[src/hdl/wlr_pkg.sv]
// ----------------------------------------------------------------------------
// Wrapped line rasterizer package
// Shared widths, configuration register codes and the segment command that
// travels from the front end to the pixel stepper.
// ----------------------------------------------------------------------------
package wlr_pkg;

  // Coordinate and screen geometry
  localparam int unsigned CoordBits   = 13;
  localparam int unsigned DiffBits    = CoordBits + 1;
  localparam int unsigned SizeBits    = 13;
  localparam int unsigned MaxSize     = 4096;
  localparam int unsigned PixBits     = $clog2(MaxSize);
  localparam int unsigned StrideBits  = 16;
  localparam int unsigned BppBits     = 3;
  localparam int unsigned AddrBits    = 32;
  localparam int unsigned ColorBits   = 32;
  localparam int unsigned RowProdBits = PixBits + StrideBits;
  localparam int unsigned ColProdBits = PixBits + BppBits;

  // Span limit and the decision term that follows from it
  localparam int unsigned MaxSpan  = 63;
  localparam int unsigned SpanBits = $clog2(MaxSpan + 1);
  localparam int unsigned DecBits  = SpanBits + 3;

  // Command queue between front end and stepper
  localparam int unsigned QueueDepth = 2;

  // Configuration port
  localparam int unsigned CfgIdxBits  = 3;
  localparam int unsigned CfgDataBits = 32;

  localparam logic [CfgIdxBits-1:0] CFG_SCREEN_WIDTH  = CfgIdxBits'(0);
  localparam logic [CfgIdxBits-1:0] CFG_SCREEN_HEIGHT = CfgIdxBits'(1);
  localparam logic [CfgIdxBits-1:0] CFG_ROW_STRIDE    = CfgIdxBits'(2);
  localparam logic [CfgIdxBits-1:0] CFG_BYTES_PER_PIX = CfgIdxBits'(3);
  localparam logic [CfgIdxBits-1:0] CFG_FRAME_BASE    = CfgIdxBits'(4);

  localparam logic [SizeBits-1:0]   RST_SCREEN_WIDTH  = SizeBits'(1024);
  localparam logic [SizeBits-1:0]   RST_SCREEN_HEIGHT = SizeBits'(768);
  localparam logic [StrideBits-1:0] RST_ROW_STRIDE    = StrideBits'(4096);
  localparam logic [BppBits-1:0]    RST_BYTES_PER_PIX = BppBits'(4);
  localparam logic [AddrBits-1:0]   RST_FRAME_BASE    = '0;

  // One classified segment, ready to be stepped
  typedef struct packed {
    logic                 err;
    logic                 x_major;
    logic                 minor_neg;
    logic [SpanBits-1:0]  span;
    logic [SpanBits-1:0]  dmin;
    logic [PixBits-1:0]   start_x;
    logic [PixBits-1:0]   start_y;
    logic [ColorBits-1:0] color;
  } wlr_cmd_t;

endpackage

[src/hdl/wlr_wrap.sv]
// ----------------------------------------------------------------------------
// Wrapped line rasterizer: coordinate wrap unit
// Reduces a signed coordinate into 0..size-1 with a restoring remainder,
// one quotient bit per cycle, then folds negative values back into range.
// ----------------------------------------------------------------------------
module wlr_wrap (
  input  logic                                clk_i,
  input  logic                                rst_ni,
  input  logic                                start_i,
  input  logic signed [wlr_pkg::CoordBits-1:0] coord_i,
  input  logic [wlr_pkg::SizeBits-1:0]        size_i,
  output logic                                done_o,
  output logic [wlr_pkg::PixBits-1:0]         res_o
);
  import wlr_pkg::*;

  localparam int unsigned CntBits = $clog2(CoordBits + 1);

  localparam logic [1:0] W_IDLE = 2'd0;
  localparam logic [1:0] W_DIV  = 2'd1;
  localparam logic [1:0] W_FIX  = 2'd2;

  logic [1:0]           st_q, st_d;
  logic [CntBits-1:0]   cnt_q;
  logic                 done_q;
  logic                 neg_q;
  logic [CoordBits-1:0] mag_q;
  logic [SizeBits-1:0]  rem_q;
  logic [PixBits-1:0]   res_q;

  logic [SizeBits:0]    trial;
  logic                 fits;
  logic [SizeBits-1:0]  rem_next;
  logic [SizeBits-1:0]  folded;

  // Shift in the next magnitude bit and subtract the size where it fits
  assign trial    = {rem_q, mag_q[CoordBits-1]};
  assign fits     = trial >= {1'b0, size_i};
  assign rem_next = fits ? SizeBits'(trial - {1'b0, size_i}) : trial[SizeBits-1:0];
  assign folded   = (neg_q && (rem_q != '0)) ? (size_i - rem_q) : rem_q;

  always_comb begin
    st_d = st_q;
    case (st_q)
      W_IDLE: begin
        if (start_i) st_d = W_DIV;
      end
      W_DIV: begin
        if (cnt_q == CntBits'(1)) st_d = W_FIX;
      end
      W_FIX: begin
        st_d = W_IDLE;
      end
      default: st_d = W_IDLE;
    endcase
  end

  // Control state
  always_ff @(posedge clk_i or negedge rst_ni) begin
    if (!rst_ni) begin
      st_q   <= W_IDLE;
      cnt_q  <= '0;
      done_q <= 1'b0;
    end else begin
      st_q <= st_d;
      if (start_i) begin
        cnt_q  <= CntBits'(CoordBits);
        done_q <= 1'b0;
      end else if (st_q == W_DIV) begin
        cnt_q <= cnt_q - 1'b1;
      end else if (st_q == W_FIX) begin
        done_q <= 1'b1;
      end
    end
  end

  // Datapath
  always_ff @(posedge clk_i) begin
    if (start_i) begin
      neg_q <= coord_i[CoordBits-1];
      mag_q <= coord_i[CoordBits-1] ? CoordBits'(-coord_i) : CoordBits'(coord_i);
      rem_q <= '0;
    end else if (st_q == W_DIV) begin
      rem_q <= rem_next;
      mag_q <= {mag_q[CoordBits-2:0], 1'b0};
    end else if (st_q == W_FIX) begin
      res_q <= folded[PixBits-1:0];
    end
  end

  assign done_o = done_q;
  assign res_o  = res_q;

  // A finished reduction lies inside the screen
  a_res_in_range : assert property (@(posedge clk_i) disable iff (!rst_ni)
    (st_q == W_FIX) |=> (done_q && ({1'b0, res_q} < size_i)))
    else $error("wrap result outside screen size");

endmodule

[src/hdl/wlr_front.sv]
// ----------------------------------------------------------------------------
// Wrapped line rasterizer: front end
// Accepts a segment, picks the major axis and direction, checks the span and,
// if in range, wraps the start point into the screen and queues the command.
// ----------------------------------------------------------------------------
module wlr_front (
  input  logic                                 clk_i,
  input  logic                                 rst_ni,
  input  logic                                 in_valid_i,
  output logic                                 in_ready_o,
  input  logic signed [wlr_pkg::CoordBits-1:0] start_x_i,
  input  logic signed [wlr_pkg::CoordBits-1:0] start_y_i,
  input  logic signed [wlr_pkg::CoordBits-1:0] end_x_i,
  input  logic signed [wlr_pkg::CoordBits-1:0] end_y_i,
  input  logic [wlr_pkg::ColorBits-1:0]        pixel_color_i,
  input  logic [wlr_pkg::SizeBits-1:0]         width_i,
  input  logic [wlr_pkg::SizeBits-1:0]         height_i,
  output logic                                 push_o,
  input  logic                                 push_ready_i,
  output wlr_pkg::wlr_cmd_t                    cmd_o
);
  import wlr_pkg::*;

  localparam logic [2:0] F_IDLE  = 3'd0;
  localparam logic [2:0] F_DIFF  = 3'd1;
  localparam logic [2:0] F_CLASS = 3'd2;
  localparam logic [2:0] F_WRAP  = 3'd3;
  localparam logic [2:0] F_PUSH  = 3'd4;

  logic [2:0] st_q, st_d;

  logic signed [CoordBits-1:0] x0_q, y0_q, x1_q, y1_q;
  logic [ColorBits-1:0]        color_q;
  logic signed [DiffBits-1:0]  dx_q, dy_q;
  logic [CoordBits-1:0]        adx_q, ady_q;
  wlr_cmd_t                    cmd_q;

  logic signed [DiffBits-1:0]  dx, dy, dmaj, dmn;
  logic                        x_major, swap, neg, err;
  logic [CoordBits-1:0]        span, dmin_abs;
  logic signed [CoordBits-1:0] sx, sy;
  logic                        wrap_start;
  logic                        wx_done, wy_done;
  logic [PixBits-1:0]          wx_res, wy_res;

  // Endpoint differences
  assign dx = DiffBits'(x1_q) - DiffBits'(x0_q);
  assign dy = DiffBits'(y1_q) - DiffBits'(y0_q);

  // Classify: major axis, direction, span and start point
  assign x_major  = ady_q < adx_q;
  assign dmaj     = x_major ? dx_q : dy_q;
  assign dmn      = x_major ? dy_q : dx_q;
  assign swap     = dmaj[DiffBits-1];
  assign span     = x_major ? adx_q : ady_q;
  assign dmin_abs = x_major ? ady_q : adx_q;
  assign neg      = swap ? (!dmn[DiffBits-1] && (dmn != '0)) : dmn[DiffBits-1];
  assign err      = span > CoordBits'(MaxSpan);
  assign sx       = swap ? x1_q : x0_q;
  assign sy       = swap ? y1_q : y0_q;

  assign wrap_start = (st_q == F_CLASS) && !err;

  wlr_wrap u_wrap_x (
    .clk_i   (clk_i),
    .rst_ni  (rst_ni),
    .start_i (wrap_start),
    .coord_i (sx),
    .size_i  (width_i),
    .done_o  (wx_done),
    .res_o   (wx_res)
  );

  wlr_wrap u_wrap_y (
    .clk_i   (clk_i),
    .rst_ni  (rst_ni),
    .start_i (wrap_start),
    .coord_i (sy),
    .size_i  (height_i),
    .done_o  (wy_done),
    .res_o   (wy_res)
  );

  always_comb begin
    st_d = st_q;
    case (st_q)
      F_IDLE: begin
        if (in_valid_i) st_d = F_DIFF;
      end
      F_DIFF: begin
        st_d = F_CLASS;
      end
      F_CLASS: begin
        st_d = err ? F_PUSH : F_WRAP;
      end
      F_WRAP: begin
        if (wx_done && wy_done) st_d = F_PUSH;
      end
      F_PUSH: begin
        if (push_ready_i) st_d = F_IDLE;
      end
      default: st_d = F_IDLE;
    endcase
  end

  always_ff @(posedge clk_i or negedge rst_ni) begin
    if (!rst_ni) begin
      st_q <= F_IDLE;
    end else begin
      st_q <= st_d;
    end
  end

  // Capture the segment and build the command step by step
  always_ff @(posedge clk_i) begin
    case (st_q)
      F_IDLE: begin
        x0_q    <= start_x_i;
        y0_q    <= start_y_i;
        x1_q    <= end_x_i;
        y1_q    <= end_y_i;
        color_q <= pixel_color_i;
      end
      F_DIFF: begin
        dx_q  <= dx;
        dy_q  <= dy;
        adx_q <= dx[DiffBits-1] ? CoordBits'(-dx) : CoordBits'(dx);
        ady_q <= dy[DiffBits-1] ? CoordBits'(-dy) : CoordBits'(dy);
      end
      F_CLASS: begin
        cmd_q.err       <= err;
        cmd_q.x_major   <= x_major;
        cmd_q.minor_neg <= neg;
        cmd_q.span      <= err ? '0 : span[SpanBits-1:0];
        cmd_q.dmin      <= err ? '0 : dmin_abs[SpanBits-1:0];
        cmd_q.start_x   <= '0;
        cmd_q.start_y   <= '0;
        cmd_q.color     <= color_q;
      end
      F_WRAP: begin
        cmd_q.start_x <= wx_res;
        cmd_q.start_y <= wy_res;
      end
      default: begin
        cmd_q <= cmd_q;
      end
    endcase
  end

  assign in_ready_o = (st_q == F_IDLE);
  assign push_o     = (st_q == F_PUSH);
  assign cmd_o      = cmd_q;

endmodule

[src/hdl/wlr_fifo.sv]
// ----------------------------------------------------------------------------
// Wrapped line rasterizer: command queue
// Short register queue that decouples the front end from the stepper.
// ----------------------------------------------------------------------------
module wlr_fifo (
  input  logic              clk_i,
  input  logic              rst_ni,
  input  logic              push_i,
  output logic              push_ready_o,
  input  wlr_pkg::wlr_cmd_t cmd_i,
  output logic              pop_valid_o,
  input  logic              pop_i,
  output wlr_pkg::wlr_cmd_t cmd_o
);
  import wlr_pkg::*;

  localparam int unsigned PtrBits = (QueueDepth > 1) ? $clog2(QueueDepth) : 1;
  localparam int unsigned CntBits = $clog2(QueueDepth + 1);

  wlr_cmd_t            mem_q [QueueDepth];
  logic [PtrBits-1:0]  wr_ptr_q, rd_ptr_q;
  logic [CntBits-1:0]  count_q;
  logic                do_push, do_pop;

  assign push_ready_o = (count_q != CntBits'(QueueDepth));
  assign pop_valid_o  = (count_q != '0);
  assign do_push      = push_i && push_ready_o;
  assign do_pop       = pop_i && pop_valid_o;
  assign cmd_o        = mem_q[rd_ptr_q];

  // Advance pointers and the fill count
  always_ff @(posedge clk_i or negedge rst_ni) begin
    if (!rst_ni) begin
      wr_ptr_q <= '0;
      rd_ptr_q <= '0;
      count_q  <= '0;
    end else begin
      if (do_push) begin
        wr_ptr_q <= (wr_ptr_q == PtrBits'(QueueDepth - 1)) ? '0 : wr_ptr_q + 1'b1;
      end
      if (do_pop) begin
        rd_ptr_q <= (rd_ptr_q == PtrBits'(QueueDepth - 1)) ? '0 : rd_ptr_q + 1'b1;
      end
      if (do_push && !do_pop) begin
        count_q <= count_q + 1'b1;
      end else if (do_pop && !do_push) begin
        count_q <= count_q - 1'b1;
      end
    end
  end

  // Store the incoming command
  always_ff @(posedge clk_i) begin
    if (do_push) begin
      mem_q[wr_ptr_q] <= cmd_i;
    end
  end

  a_count_bound : assert property (@(posedge clk_i) disable iff (!rst_ni)
    count_q <= CntBits'(QueueDepth))
    else $error("command queue overfilled");

endmodule

[src/hdl/wlr_back.sv]
// ----------------------------------------------------------------------------
// Wrapped line rasterizer: pixel stepper
// Steps a queued segment one pixel per cycle, unless the output stalls, with
// wrapped coordinates; a short output pipeline forms the framebuffer address.
// ----------------------------------------------------------------------------
module wlr_back (
  input  logic                            clk_i,
  input  logic                            rst_ni,
  input  logic                            q_valid_i,
  output logic                            q_ready_o,
  input  wlr_pkg::wlr_cmd_t               cmd_i,
  input  logic [wlr_pkg::SizeBits-1:0]    width_i,
  input  logic [wlr_pkg::SizeBits-1:0]    height_i,
  input  logic [wlr_pkg::StrideBits-1:0]  stride_i,
  input  logic [wlr_pkg::BppBits-1:0]     bpp_i,
  input  logic [wlr_pkg::AddrBits-1:0]    base_i,
  output logic                            out_valid_o,
  input  logic                            out_ready_i,
  output logic [wlr_pkg::PixBits-1:0]     pixel_x_o,
  output logic [wlr_pkg::PixBits-1:0]     pixel_y_o,
  output logic [wlr_pkg::AddrBits-1:0]    pixel_address_o,
  output logic [wlr_pkg::ColorBits-1:0]   color_out_o,
  output logic                            last_pixel_o,
  output logic                            span_error_o
);
  import wlr_pkg::*;

  // Stepper state
  logic                       busy_q;
  logic                       err_q, xmaj_q, neg_q;
  logic [SpanBits-1:0]        cnt_q, dmin_q, span_q;
  logic signed [DecBits-1:0]  dec_q;
  logic [PixBits-1:0]         cx_q, cy_q;
  logic [ColorBits-1:0]       col_q;

  // Pipeline stages
  logic                       s1_v_q, s2_v_q, out_valid_q;
  logic [PixBits-1:0]         s1_x_q, s1_y_q, s2_x_q, s2_y_q;
  logic                       s1_last_q, s1_err_q, s2_last_q, s2_err_q;
  logic [ColorBits-1:0]       s1_col_q, s2_col_q;
  logic [RowProdBits-1:0]     s2_row_q;
  logic [ColProdBits-1:0]     s2_colp_q;
  logic [PixBits-1:0]         out_x_q, out_y_q;
  logic [AddrBits-1:0]        out_addr_q;
  logic [ColorBits-1:0]       out_col_q;
  logic                       out_last_q, out_err_q;

  logic                       adv, emit, load, minor_step;
  logic [SizeBits-1:0]        wm_full, hm_full;
  logic [PixBits-1:0]         wmax, hmax;
  logic [PixBits-1:0]         cx_d, cy_d;
  logic signed [DecBits-1:0]  dec_d, dec_init;

  function automatic logic [PixBits-1:0] wrap_inc(input logic [PixBits-1:0] v,
                                                  input logic [PixBits-1:0] vmax);
    return (v == vmax) ? '0 : v + 1'b1;
  endfunction

  function automatic logic [PixBits-1:0] wrap_dec(input logic [PixBits-1:0] v,
                                                  input logic [PixBits-1:0] vmax);
    return (v == '0) ? vmax : v - 1'b1;
  endfunction

  assign wm_full = width_i - 1'b1;
  assign hm_full = height_i - 1'b1;
  assign wmax    = wm_full[PixBits-1:0];
  assign hmax    = hm_full[PixBits-1:0];

  // Advance the whole pipeline whenever the output register is free
  assign adv       = !out_valid_q || out_ready_i;
  assign emit      = busy_q && adv;
  assign load      = q_valid_i && !busy_q;
  assign q_ready_o = !busy_q;

  // Bresenham decision: step the minor axis while the term is positive
  assign minor_step = !dec_q[DecBits-1] && (dec_q != '0);
  assign dec_init   = DecBits'({cmd_i.dmin, 1'b0}) - DecBits'(cmd_i.span);
  assign dec_d      = minor_step
                    ? dec_q + DecBits'({dmin_q, 1'b0}) - DecBits'({span_q, 1'b0})
                    : dec_q + DecBits'({dmin_q, 1'b0});

  // Next wrapped position: major axis always rises
  always_comb begin
    cx_d = cx_q;
    cy_d = cy_q;
    if (xmaj_q) begin
      cx_d = wrap_inc(cx_q, wmax);
      if (minor_step) cy_d = neg_q ? wrap_dec(cy_q, hmax) : wrap_inc(cy_q, hmax);
    end else begin
      cy_d = wrap_inc(cy_q, hmax);
      if (minor_step) cx_d = neg_q ? wrap_dec(cx_q, wmax) : wrap_inc(cx_q, wmax);
    end
  end

  // Control state
  always_ff @(posedge clk_i or negedge rst_ni) begin
    if (!rst_ni) begin
      busy_q      <= 1'b0;
      s1_v_q      <= 1'b0;
      s2_v_q      <= 1'b0;
      out_valid_q <= 1'b0;
    end else begin
      if (load) begin
        busy_q <= 1'b1;
      end else if (emit && (cnt_q == '0)) begin
        busy_q <= 1'b0;
      end
      if (adv) begin
        s1_v_q      <= emit;
        s2_v_q      <= s1_v_q;
        out_valid_q <= s2_v_q;
      end
    end
  end

  // Load a segment, then walk it
  always_ff @(posedge clk_i) begin
    if (load) begin
      err_q  <= cmd_i.err;
      xmaj_q <= cmd_i.x_major;
      neg_q  <= cmd_i.minor_neg;
      cnt_q  <= cmd_i.span;
      span_q <= cmd_i.span;
      dmin_q <= cmd_i.dmin;
      dec_q  <= dec_init;
      cx_q   <= cmd_i.start_x;
      cy_q   <= cmd_i.start_y;
      col_q  <= cmd_i.color;
    end else if (emit) begin
      cnt_q <= cnt_q - 1'b1;
      dec_q <= dec_d;
      cx_q  <= cx_d;
      cy_q  <= cy_d;
    end
  end

  // Pixel, products, then address sum
  always_ff @(posedge clk_i) begin
    if (adv) begin
      s1_x_q    <= cx_q;
      s1_y_q    <= cy_q;
      s1_last_q <= (cnt_q == '0);
      s1_err_q  <= err_q;
      s1_col_q  <= col_q;

      s2_x_q    <= s1_x_q;
      s2_y_q    <= s1_y_q;
      s2_last_q <= s1_last_q;
      s2_err_q  <= s1_err_q;
      s2_col_q  <= s1_col_q;
      s2_row_q  <= RowProdBits'(s1_y_q * stride_i);
      s2_colp_q <= ColProdBits'(s1_x_q * bpp_i);

      out_last_q <= s2_last_q;
      out_err_q  <= s2_err_q;
      if (s2_err_q) begin
        out_x_q    <= '0;
        out_y_q    <= '0;
        out_addr_q <= '0;
        out_col_q  <= '0;
      end else begin
        out_x_q    <= s2_x_q;
        out_y_q    <= s2_y_q;
        out_addr_q <= base_i + AddrBits'(s2_row_q) + AddrBits'(s2_colp_q);
        out_col_q  <= s2_col_q;
      end
    end
  end

  assign out_valid_o     = out_valid_q;
  assign pixel_x_o       = out_x_q;
  assign pixel_y_o       = out_y_q;
  assign pixel_address_o = out_addr_q;
  assign color_out_o     = out_col_q;
  assign last_pixel_o    = out_last_q;
  assign span_error_o    = out_err_q;

  // An error result is a single, blank, final result
  a_err_blank : assert property (@(posedge clk_i) disable iff (!rst_ni)
    (out_valid_o && span_error_o) |->
      (last_pixel_o && (pixel_address_o == '0) && (color_out_o == '0)))
    else $error("span error result not blank");

  // The walker stays inside the screen
  a_pos_in_range : assert property (@(posedge clk_i) disable iff (!rst_ni)
    busy_q |-> ((cx_q <= wmax) && (cy_q <= hmax)))
    else $error("walker position outside screen");

  // An error segment yields exactly one pixel slot
  a_err_last : assert property (@(posedge clk_i) disable iff (!rst_ni)
    (s1_v_q && s1_err_q) |-> s1_last_q)
    else $error("error segment not closed on its first result");

endmodule

[src/hdl/wrapped_line_rasterizer_top.sv]
// Path: a segment passes the front end difference and classify states, the serial
//   wrap of the start point, the queue push, the stepper load and 3 pipe stages
//   before its first pixel is valid; a span error result skips the wrap.
// Rate: one pixel per cycle while the output is not stalled; the front end takes a
//   new segment only after pushing the last one, and the queue lets it prepare the
//   next segment while the stepper walks the current one.
// Reset: asynchronous, active low; clears control state and restores register defaults.
// ----------------------------------------------------------------------------
// Wrapped line rasterizer, top level
// Configuration registers, front end, command queue and pixel stepper.
// ----------------------------------------------------------------------------
module wrapped_line_rasterizer_top (
  input  logic                                 clk_i,
  input  logic                                 rst_ni,
  input  logic                                 cfg_we_i,
  input  logic [wlr_pkg::CfgIdxBits-1:0]       cfg_idx_i,
  input  logic [wlr_pkg::CfgDataBits-1:0]      cfg_wdata_i,
  input  logic                                 in_valid_i,
  output logic                                 in_ready_o,
  input  logic signed [wlr_pkg::CoordBits-1:0] start_x_i,
  input  logic signed [wlr_pkg::CoordBits-1:0] start_y_i,
  input  logic signed [wlr_pkg::CoordBits-1:0] end_x_i,
  input  logic signed [wlr_pkg::CoordBits-1:0] end_y_i,
  input  logic [wlr_pkg::ColorBits-1:0]        pixel_color_i,
  output logic                                 out_valid_o,
  input  logic                                 out_ready_i,
  output logic [wlr_pkg::PixBits-1:0]          pixel_x_o,
  output logic [wlr_pkg::PixBits-1:0]          pixel_y_o,
  output logic [wlr_pkg::AddrBits-1:0]         pixel_address_o,
  output logic [wlr_pkg::ColorBits-1:0]        color_out_o,
  output logic                                 last_pixel_o,
  output logic                                 span_error_o
);
  import wlr_pkg::*;

  logic [SizeBits-1:0]   width_q, height_q;
  logic [StrideBits-1:0] stride_q;
  logic [BppBits-1:0]    bpp_q;
  logic [AddrBits-1:0]   base_q;
  logic [SizeBits-1:0]   eff_w, eff_h;

  logic     push, push_ready, q_valid, q_ready;
  wlr_cmd_t front_cmd, queue_cmd;

  // Clamp a screen size into 1..MaxSize
  function automatic logic [SizeBits-1:0] eff_size(input logic [SizeBits-1:0] s);
    logic [SizeBits-1:0] r;
    if (s == '0) begin
      r = SizeBits'(1);
    end else if (s > SizeBits'(MaxSize)) begin
      r = SizeBits'(MaxSize);
    end else begin
      r = s;
    end
    return r;
  endfunction

  // Configuration registers
  always_ff @(posedge clk_i or negedge rst_ni) begin
    if (!rst_ni) begin
      width_q  <= RST_SCREEN_WIDTH;
      height_q <= RST_SCREEN_HEIGHT;
      stride_q <= RST_ROW_STRIDE;
      bpp_q    <= RST_BYTES_PER_PIX;
      base_q   <= RST_FRAME_BASE;
    end else if (cfg_we_i) begin
      case (cfg_idx_i)
        CFG_SCREEN_WIDTH:  width_q  <= cfg_wdata_i[SizeBits-1:0];
        CFG_SCREEN_HEIGHT: height_q <= cfg_wdata_i[SizeBits-1:0];
        CFG_ROW_STRIDE:    stride_q <= cfg_wdata_i[StrideBits-1:0];
        CFG_BYTES_PER_PIX: bpp_q    <= cfg_wdata_i[BppBits-1:0];
        CFG_FRAME_BASE:    base_q   <= cfg_wdata_i[AddrBits-1:0];
        default: ;
      endcase
    end
  end

  assign eff_w = eff_size(width_q);
  assign eff_h = eff_size(height_q);

  wlr_front u_front (
    .clk_i         (clk_i),
    .rst_ni        (rst_ni),
    .in_valid_i    (in_valid_i),
    .in_ready_o    (in_ready_o),
    .start_x_i     (start_x_i),
    .start_y_i     (start_y_i),
    .end_x_i       (end_x_i),
    .end_y_i       (end_y_i),
    .pixel_color_i (pixel_color_i),
    .width_i       (eff_w),
    .height_i      (eff_h),
    .push_o        (push),
    .push_ready_i  (push_ready),
    .cmd_o         (front_cmd)
  );

  wlr_fifo u_fifo (
    .clk_i        (clk_i),
    .rst_ni       (rst_ni),
    .push_i       (push),
    .push_ready_o (push_ready),
    .cmd_i        (front_cmd),
    .pop_valid_o  (q_valid),
    .pop_i        (q_ready),
    .cmd_o        (queue_cmd)
  );

  wlr_back u_back (
    .clk_i           (clk_i),
    .rst_ni          (rst_ni),
    .q_valid_i       (q_valid),
    .q_ready_o       (q_ready),
    .cmd_i           (queue_cmd),
    .width_i         (eff_w),
    .height_i        (eff_h),
    .stride_i        (stride_q),
    .bpp_i           (bpp_q),
    .base_i          (base_q),
    .out_valid_o     (out_valid_o),
    .out_ready_i     (out_ready_i),
    .pixel_x_o       (pixel_x_o),
    .pixel_y_o       (pixel_y_o),
    .pixel_address_o (pixel_address_o),
    .color_out_o     (color_out_o),
    .last_pixel_o    (last_pixel_o),
    .span_error_o    (span_error_o)
  );

endmodule
[config.mk]
export PLATFORM = sky130hd
export DESIGN_NAME = wrapped_line_rasterizer_top
export DESIGN_NICKNAME = d
export VERILOG_FILES = /design/src/hdl/wlr_pkg.sv /design/src/hdl/wlr_wrap.sv /design/src/hdl/wlr_front.sv /design/src/hdl/wlr_fifo.sv /design/src/hdl/wlr_back.sv /design/src/hdl/wrapped_line_rasterizer_top.sv
export SDC_FILE = /design/constraint.sdc
export NUM_CORES = 2
export LEC_CHECK = 0
export ABC_AREA = 1
export BUFFER_PORTS_ARGS = -buffer_cell sky130_fd_sc_hd__clkbuf_2
export CAP_MARGIN = 20
export CORE_ASPECT_RATIO = 0.7
export CORE_MARGIN = 1
export CORE_UTILIZATION = 60
export CTS_CLUSTER_SIZE = 16
export DETAILED_ROUTE_END_ITERATION = 6
export GPL_ROUTABILITY_DRIVEN = 1
export GPL_TIMING_DRIVEN = 0
export HOLD_SLACK_MARGIN = 0.05
export PLACE_DENSITY = 0.87
export SYNTH_ARGS = -nofsm -noshare
export SYNTH_HDL_FRONTEND = slang
export SYNTH_SLANG_ARGS = --single-unit
[constraint.sdc]
create_clock -name clk_i -period 8.05 [get_ports clk_i]
set_input_delay 1.61 -clock clk_i [delete_from_list [all_inputs] [get_ports clk_i]]
set_output_delay 1.61 -clock clk_i [all_outputs]
set_load 0.05 [all_outputs]
# Yosys cells after proc, flatten, opt, wreduce, memory -nomap -nowiden
# Memories as Yosys holds them, arrays and structs flattened.
# Index checks and enable logic that the tools add are counted.
[word_totals] register_bits=724 mem_bits_rw=142 word_cells=267 memories=1
[memory_table] memory="u_fifo.mem_q" depth=2 width=71 read_ports=1 rd_clocked_by_memory_dff=0 write_ports=1 line_no="wlr_fifo.sv:20" source="wlr_cmd_t mem_q [QueueDepth];"
[classes] n_addsub=28 multipliers=2 magnitude_cmp=6 n_eq_ne=27 n_mux=71 bitwise_logic=3 reduce_logical=57
[ops] cell="13-bit two-way mux" n=17
[ops] cell="12-bit two-way mux" n=16
[ops] cell="13-bit negation" n=4
[ops] cell="24-bit case mux with 2 select lines" n=1
[ops] cell="12-bit by 1-bit subtractor with 12-bit output (second input constant)" n=4
[ops] cell="32-bit by 15-bit adder with 32-bit output" n=1
[ops] cell="32-bit by 28-bit adder with 32-bit output" n=1
[ops] cell="14-bit by 13-bit >= comparator with 1-bit output" n=2
[ops] cell="12-bit by 16-bit multiplier with 28-bit output" n=1
[ops] cell="14-bit two-way mux" n=2
[ops] cell="13-bit by 13-bit subtractor with 14-bit output" n=2
[ops] cell="9-bit two-way mux" n=3
[ops] cell="13-bit greater-than comparator (second input constant)" n=2
[ops] cell="13-bit zero test" n=2
[ops] cell="13-bit nonzero test" n=2
[ops] cell="13-bit subtractor" n=2
[ops] cell="12-bit by 1-bit adder with 12-bit output (second input constant)" n=2
[ops] cell="12-bit equality test" n=2
[ops] cell="12-bit zero test" n=2
[ops] cell="12-bit subtractor" n=2
[ops] cell="2-bit AND reduction" n=11
[ops] cell="6-bit two-way mux" n=3
[ops] cell="2-bit nonzero test" n=9
[ops] cell="4-bit two-way mux" n=4
[ops] cell="36 further kinds" n=97

# Logic depth before layout (Yosys ltp)
[logic_depth] ltp_word=11 mapped_depth=25 ltp_nobuf=23

# Hierarchy
# Synthesis repeated with hierarchy kept, for this count alone.
[hier_totals] hier_cells=5321 area_unflattened_um2=50589.8
[by_module_without_submodules] mod="wlr_back" instances=1 cells_each=2604 area_per_inst_um2=24045.6 seq_area_each_um2=10159.7
[by_module_without_submodules] mod="wlr_front" instances=1 cells_each=894 area_per_inst_um2=9879.5 seq_area_each_um2=6291.0
[by_module_without_submodules] mod="wlr_fifo" instances=1 cells_each=399 area_per_inst_um2=5416.4 seq_area_each_um2=4364.2
[by_module_without_submodules] mod="wlr_wrap (u_front.u_wrap_x)" instances=1 cells_each=532 area_per_inst_um2=3779.9 seq_area_each_um2=1216.2
[by_module_without_submodules] mod="wlr_wrap (u_front.u_wrap_y)" instances=1 cells_each=534 area_per_inst_um2=3773.6 seq_area_each_um2=1216.2
[by_module_without_submodules] mod="wrapped_line_rasterizer_top" instances=1 cells_each=358 area_per_inst_um2=3694.8 seq_area_each_um2=1933.1

# Least setup slack after synthesis
# OpenSTA, ideal clock, no wires.
[synth_path] kind="input port to flip-flop" start="input out_ready_i" end="register u_back.cx_q[0], enable pin" arrival_ps=8427 required_ps=7706 slack_ps=-721 path_stages=6 path_buffers=0 path_cell_list="inv_1 nand2_1 nand2_1 nand2_1 o21ai_0 inv_1"
[synth_between] elab_chain_cells=4
[synth_lines] element="start, declared" line_no="wrapped_line_rasterizer_top.sv:26" source="input logic out_ready_i,"
[synth_lines] element="1-bit logical OR" line_no="wlr_back.sv:70" source="assign adv = !out_valid_q || out_ready_i;"
[synth_lines] element="named net u_back.adv" line_no="wlr_back.sv:48" source="logic adv, emit, load, minor_step;"
[synth_lines] element="1-bit logical AND" line_no="wlr_back.sv:71" source="assign emit = busy_q && adv;"
[synth_lines] element="2-bit nonzero test (no source line)"
[synth_lines] element="2-bit AND reduction (no source line)"
[synth_lines] element="end signal, assigned" line_no="wlr_back.sv:126" source="cx_q <= cmd_i.start_x;"
[synth_lines] element="end, declared" line_no="wlr_back.sv:33" source="logic [PixBits-1:0] cx_q, cy_q;"
# The timed path passes the listed nets, and every way through them passes these cells.
# A chain may end at the register's enable or synchronous reset.

# Worst setup path in the final report
[layout_path] start="register u_back.s1_y_q[4]" end="register u_back.s2_row_q[27] (data pin)"
[layout_between] elab_chain_cells=1
[layout_lines] element="start, declared" line_no="wlr_back.sv:38" source="logic [PixBits-1:0] s1_x_q, s1_y_q, s2_x_q, s2_y_q;"
[layout_lines] element="start signal, assigned" line_no="wlr_back.sv:141" source="s1_y_q <= cy_q;"
[layout_lines] element="12-bit by 16-bit multiplier with 28-bit output" line_no="wlr_back.sv:151" source="s2_row_q <= RowProdBits'(s1_y_q * stride_i);"
[layout_lines] element="end signal, assigned" line_no="wlr_back.sv:151"
[layout_lines] element="end, declared" line_no="wlr_back.sv:41" source="logic [RowProdBits-1:0] s2_row_q;"
# Every way passes these cells.

==> summary.txt <==
Worst setup path
  • Setup Crit Path Kind: register to register
  • Crit. End Element: register
  • Req. time, crit path: 8450 ps
  • Worst setup SP type: register
  • CP Max Fanout: 10
  • CP arrival: 6840 ps

Floorplan
  • I/O pin total: 216
  • Chip Height: 238 um
  • DIE AREA: 81,000 um^2
  • Row Count: 86
  • Die Width: 340 um
  • Floorplan Core Area: 78,900 um^2
  • Initial Utilization: 60.8%

CTS
  • Num Clock Sinks: 864
  • Worst-skew pair later-pin latency: 670 ps
  • CTS tree: yes
  • Post-CTS sizing: 0
  • Htree depth: 3
  • Root Driver: clkbuf_16
  • Post-CTS setup buffer count: 0
  • Number of buffers created by CTS: 83
  • Hold_buf cts: 0
  • Clock buffer depth: 3
  • Clock-pin transition on the worst setup and hold timing paths: 60 ps

Timing
  • Setup TNS: 0 ps
  • Max Freq: 155 MHz
  • Fin. Hold Viols: 0
  • Slew @ Worst Pin: 1130 ps
  • Min cycle time layout: 6440 ps
  • Unrepaired setup endpoints after global routing: no
  • Fin Clk Skew: 54.4 ps
  • Period utilization: 79.9%
  • Final setup violating endpoints: 0
  • Slew HR: 24.8%
  • Fin Hold WS: 410 ps
  • Final slew viol count: 0

Synthesis
  • Cell taking the most area after synthesis: edfxtp_1
  • Post-synth EDFFs: 736
  • Top post-synthesis cells by area: edfxtp_1, nand2_1, fa_1
  • Yosys top cell area share: 46.1%
  • Seq/Total Area, Yosys: 52.5%
  • FF+latch count, synth: 864
  • Synth Warn #: 0
  • Synth Cell Area: 47,900 um^2
  • Synth Area per Inst: 9.92 um^2
  • FFs w/ async S/R, synth: 11.8%
  • Primary FF master, synth: edfxtp_1
  • Synthesized instance count: 4,834
  • Syn Nets: 5,377
  • Unique masters post-synth: 63

Routing
  • DRT Pass-1 Iters: 6
  • Routed via count: 35,900
  • WL final: 120 mm
  • Antenna Nets Post-Route: 0
  • Vias per cell: 5.71
  • Routed WL per cell: 19.1 um
  • DR iter-0 viols: 4,876
  • Post-route DRC: 0

Global routing
  • Global route overflow: 0
  • First-pass GRT wire length: 188 mm
  • Initial antenna violation count: 0
  • Largest net degree at the start of global routing: 119
  • Vias in the first global route: 34,300
  • GRT Resource Usage Total: 29.8%

Cells and area
  • Final nets: 5,695
  • Share of cells above drive strength 1: 9.43%
  • Fin cells: 6,276
  • Area of the multi-input gates: 19,200 um^2
  • P&R area growth vs syn: 11.8%
  • Reg area: 25,200 um^2
  • Antenna Cells: 0
  • Fillers: 5,618

Worst hold path
  • HP Class: register to register

Placement
  • HPWL Detailed: 88.0 mm
  • Port bufs: 215
  • Placed insts: 6,121
  • RD Place Congestion: 0.981

Outcome
  • Status: complete, no violations

Run
  • Max Cap Viol: 0
[sequential cells by signal, indices dropped and copies added (netlist names), 14 cells and up]
register / cells
u_back.s1_col_q: 32
base_q: 32
u_back.color_out_o: 32
u_back.s2_col_q: 32
u_back.pixel_address_o: 32
u_front.color_q: 32
stride_q: 16
u_front.dx_q: 14
u_back.s2_colp_q: 15
u_back.col_q: 32
u_front.cmd_o: 71
u_fifo.mem_q: 142
u_back.s2_row_q: 28
[per-layer routing]
layer	share of wire, %	track usage [%]
met1	42	43.6
met2	44	44.8
met3	12	7.11
met4	2.7	8.11
met5	0	0
[worst max-delay path, cell delays in order (launching register included)]
cell	delay [ps]
edfxtp_1	370
clkbuf_1	430
clkbuf_1	580
nand2_1	170
fa_1	530
inv_1	50
fa_1	530
fa_1	460
fa_1	570
inv_1	70
fa_1	560
inv_1	60
ha_1	360
a21oi_1	190
o21ai_0	140
a2111oi_0	560
nand3_1	230
nand3_1	130
nand2_1	60
xor2_1	140
[cells in the final DEF, fill, tap and decap left out, drive strengths merged, types with 6 or more instances in the layout]
cell,Yosys,layout
nand2,1143,1143
inv,784,789
edfxtp,736,736
clkbuf,111,424
nor2,320,320
o21ai,305,305
a21oi,257,257
ha,243,243
fa,176,176
nand3,151,151
xor2,117,117
dfrtp,97,97
buf,34,51
nor3,43,43
nand4,39,39
xnor2,39,39
clkinv,5,39
o22ai,28,28
nor4,26,26
dfxtp,26,26
a31oi,22,22
o21a,16,16
mux2,16,16
or2,14,14
bufinv,0,12
nand3b,10,10
o21bai,7,7
o31ai,7,7
a211oi,7,7
o41ai,7,7
a21o,6,6
[final cells by class]
cell class | count | area share (%)
Sequential cell | 864 | 47.0
Multi-Input combinational cell | 3036 | 35.8
Inverter | 789 | 5.53
Clock buffer | 97 | 4.05
Timing Repair Buffer | 233 | 2.61
Tap cell | 1056 | 2.47
Clock inverter | 56 | 1.33
Buffer | 145 | 1.20
[Yosys cell counts, types with 4 or more instances]
master and instances:
o21ai_0 284, inv_1 779, o21a_1 16, mux2_2 16
nand3b_1 10, o21ai_2 8, edfxtp_1 736, nor4_1 26
nor3_1 42, clkbuf_1 110, buf_4 4, or2_2 13
dfxtp_1 26, nand2_1 1121, nor2_2 6, buf_2 11
o21ai_1 11, o21bai_1 7, xnor2_1 39, clkinv_1 5
xor2_1 117, a211oi_1 7, dfrtp_1 97, a21o_1 6
fa_1 176, o22ai_1 28, buf_6 9, buf_1 10
nand4_1 39, a21boi_0 4, nand2_2 22, a31oi_1 22
o221ai_1 4, o41ai_1 7, dfstp_2 5, o31ai_1 7
a21oi_2 10, nor2_1 312, nand3_1 150, o211ai_1 5
a21oi_1 247, inv_2 5, ha_1 243
[per-stage QoR]
stage	instance area, um^2	util, %	setup slack (ps)
finish	53600	67.9	1610
global route	53600	67.9	1160
CTS	53600	67.9	1690
detailed placement	50700	64.3	1730
global placement	50300	63.8	-273
floorplan	47900	-	1760
[cell families after synthesis]
family	after synthesis	share of synthesized area [%]
AO/OA/AOI/OAI	691	8.02
flip-flops	864	52.5
XOR/XNOR	157	2.90
AND/OR/NAND/NOR	1753	15.0
multiplexers	16	0.376
buffers and inverters	934	7.52
adder cells (fa/ha/maj)	419	13.7
[path summary, 6_finish.rpt]
check / end / start / slack (ps) / cells past startpoint
hold / removal: u_fifo.mem_q[1][48]$_DFFE_PP_ / u_front.cmd_o[48]$_SDFFCE_PN0P_ / 410 / 0
setup reg to reg: u_back.s2_row_q[27]$_DFFE_PP_ / u_back.s1_y_q[4]$_DFFE_PP_ / 1610 / 19
setup / recovery: u_back.s2_row_q[27]$_DFFE_PP_ / u_back.s1_y_q[4]$_DFFE_PP_ / 1610 / 19
hold reg to reg: u_fifo.mem_q[1][48]$_DFFE_PP_ / u_front.cmd_o[48]$_SDFFCE_PN0P_ / 410 / 0
min in group asynchronous: u_front.u_wrap_x.cnt_q[1]$_DFFE_PN0N_ / rst_ni / 1020 / 2
max in group asynchronous: base_q[19]$_DFFE_PN0P_ / rst_ni / 6570 / 2
Power is left out: the tool's default activity adds up to more than one toggle a clock period on the data nets, which glitch-free logic cannot reach.
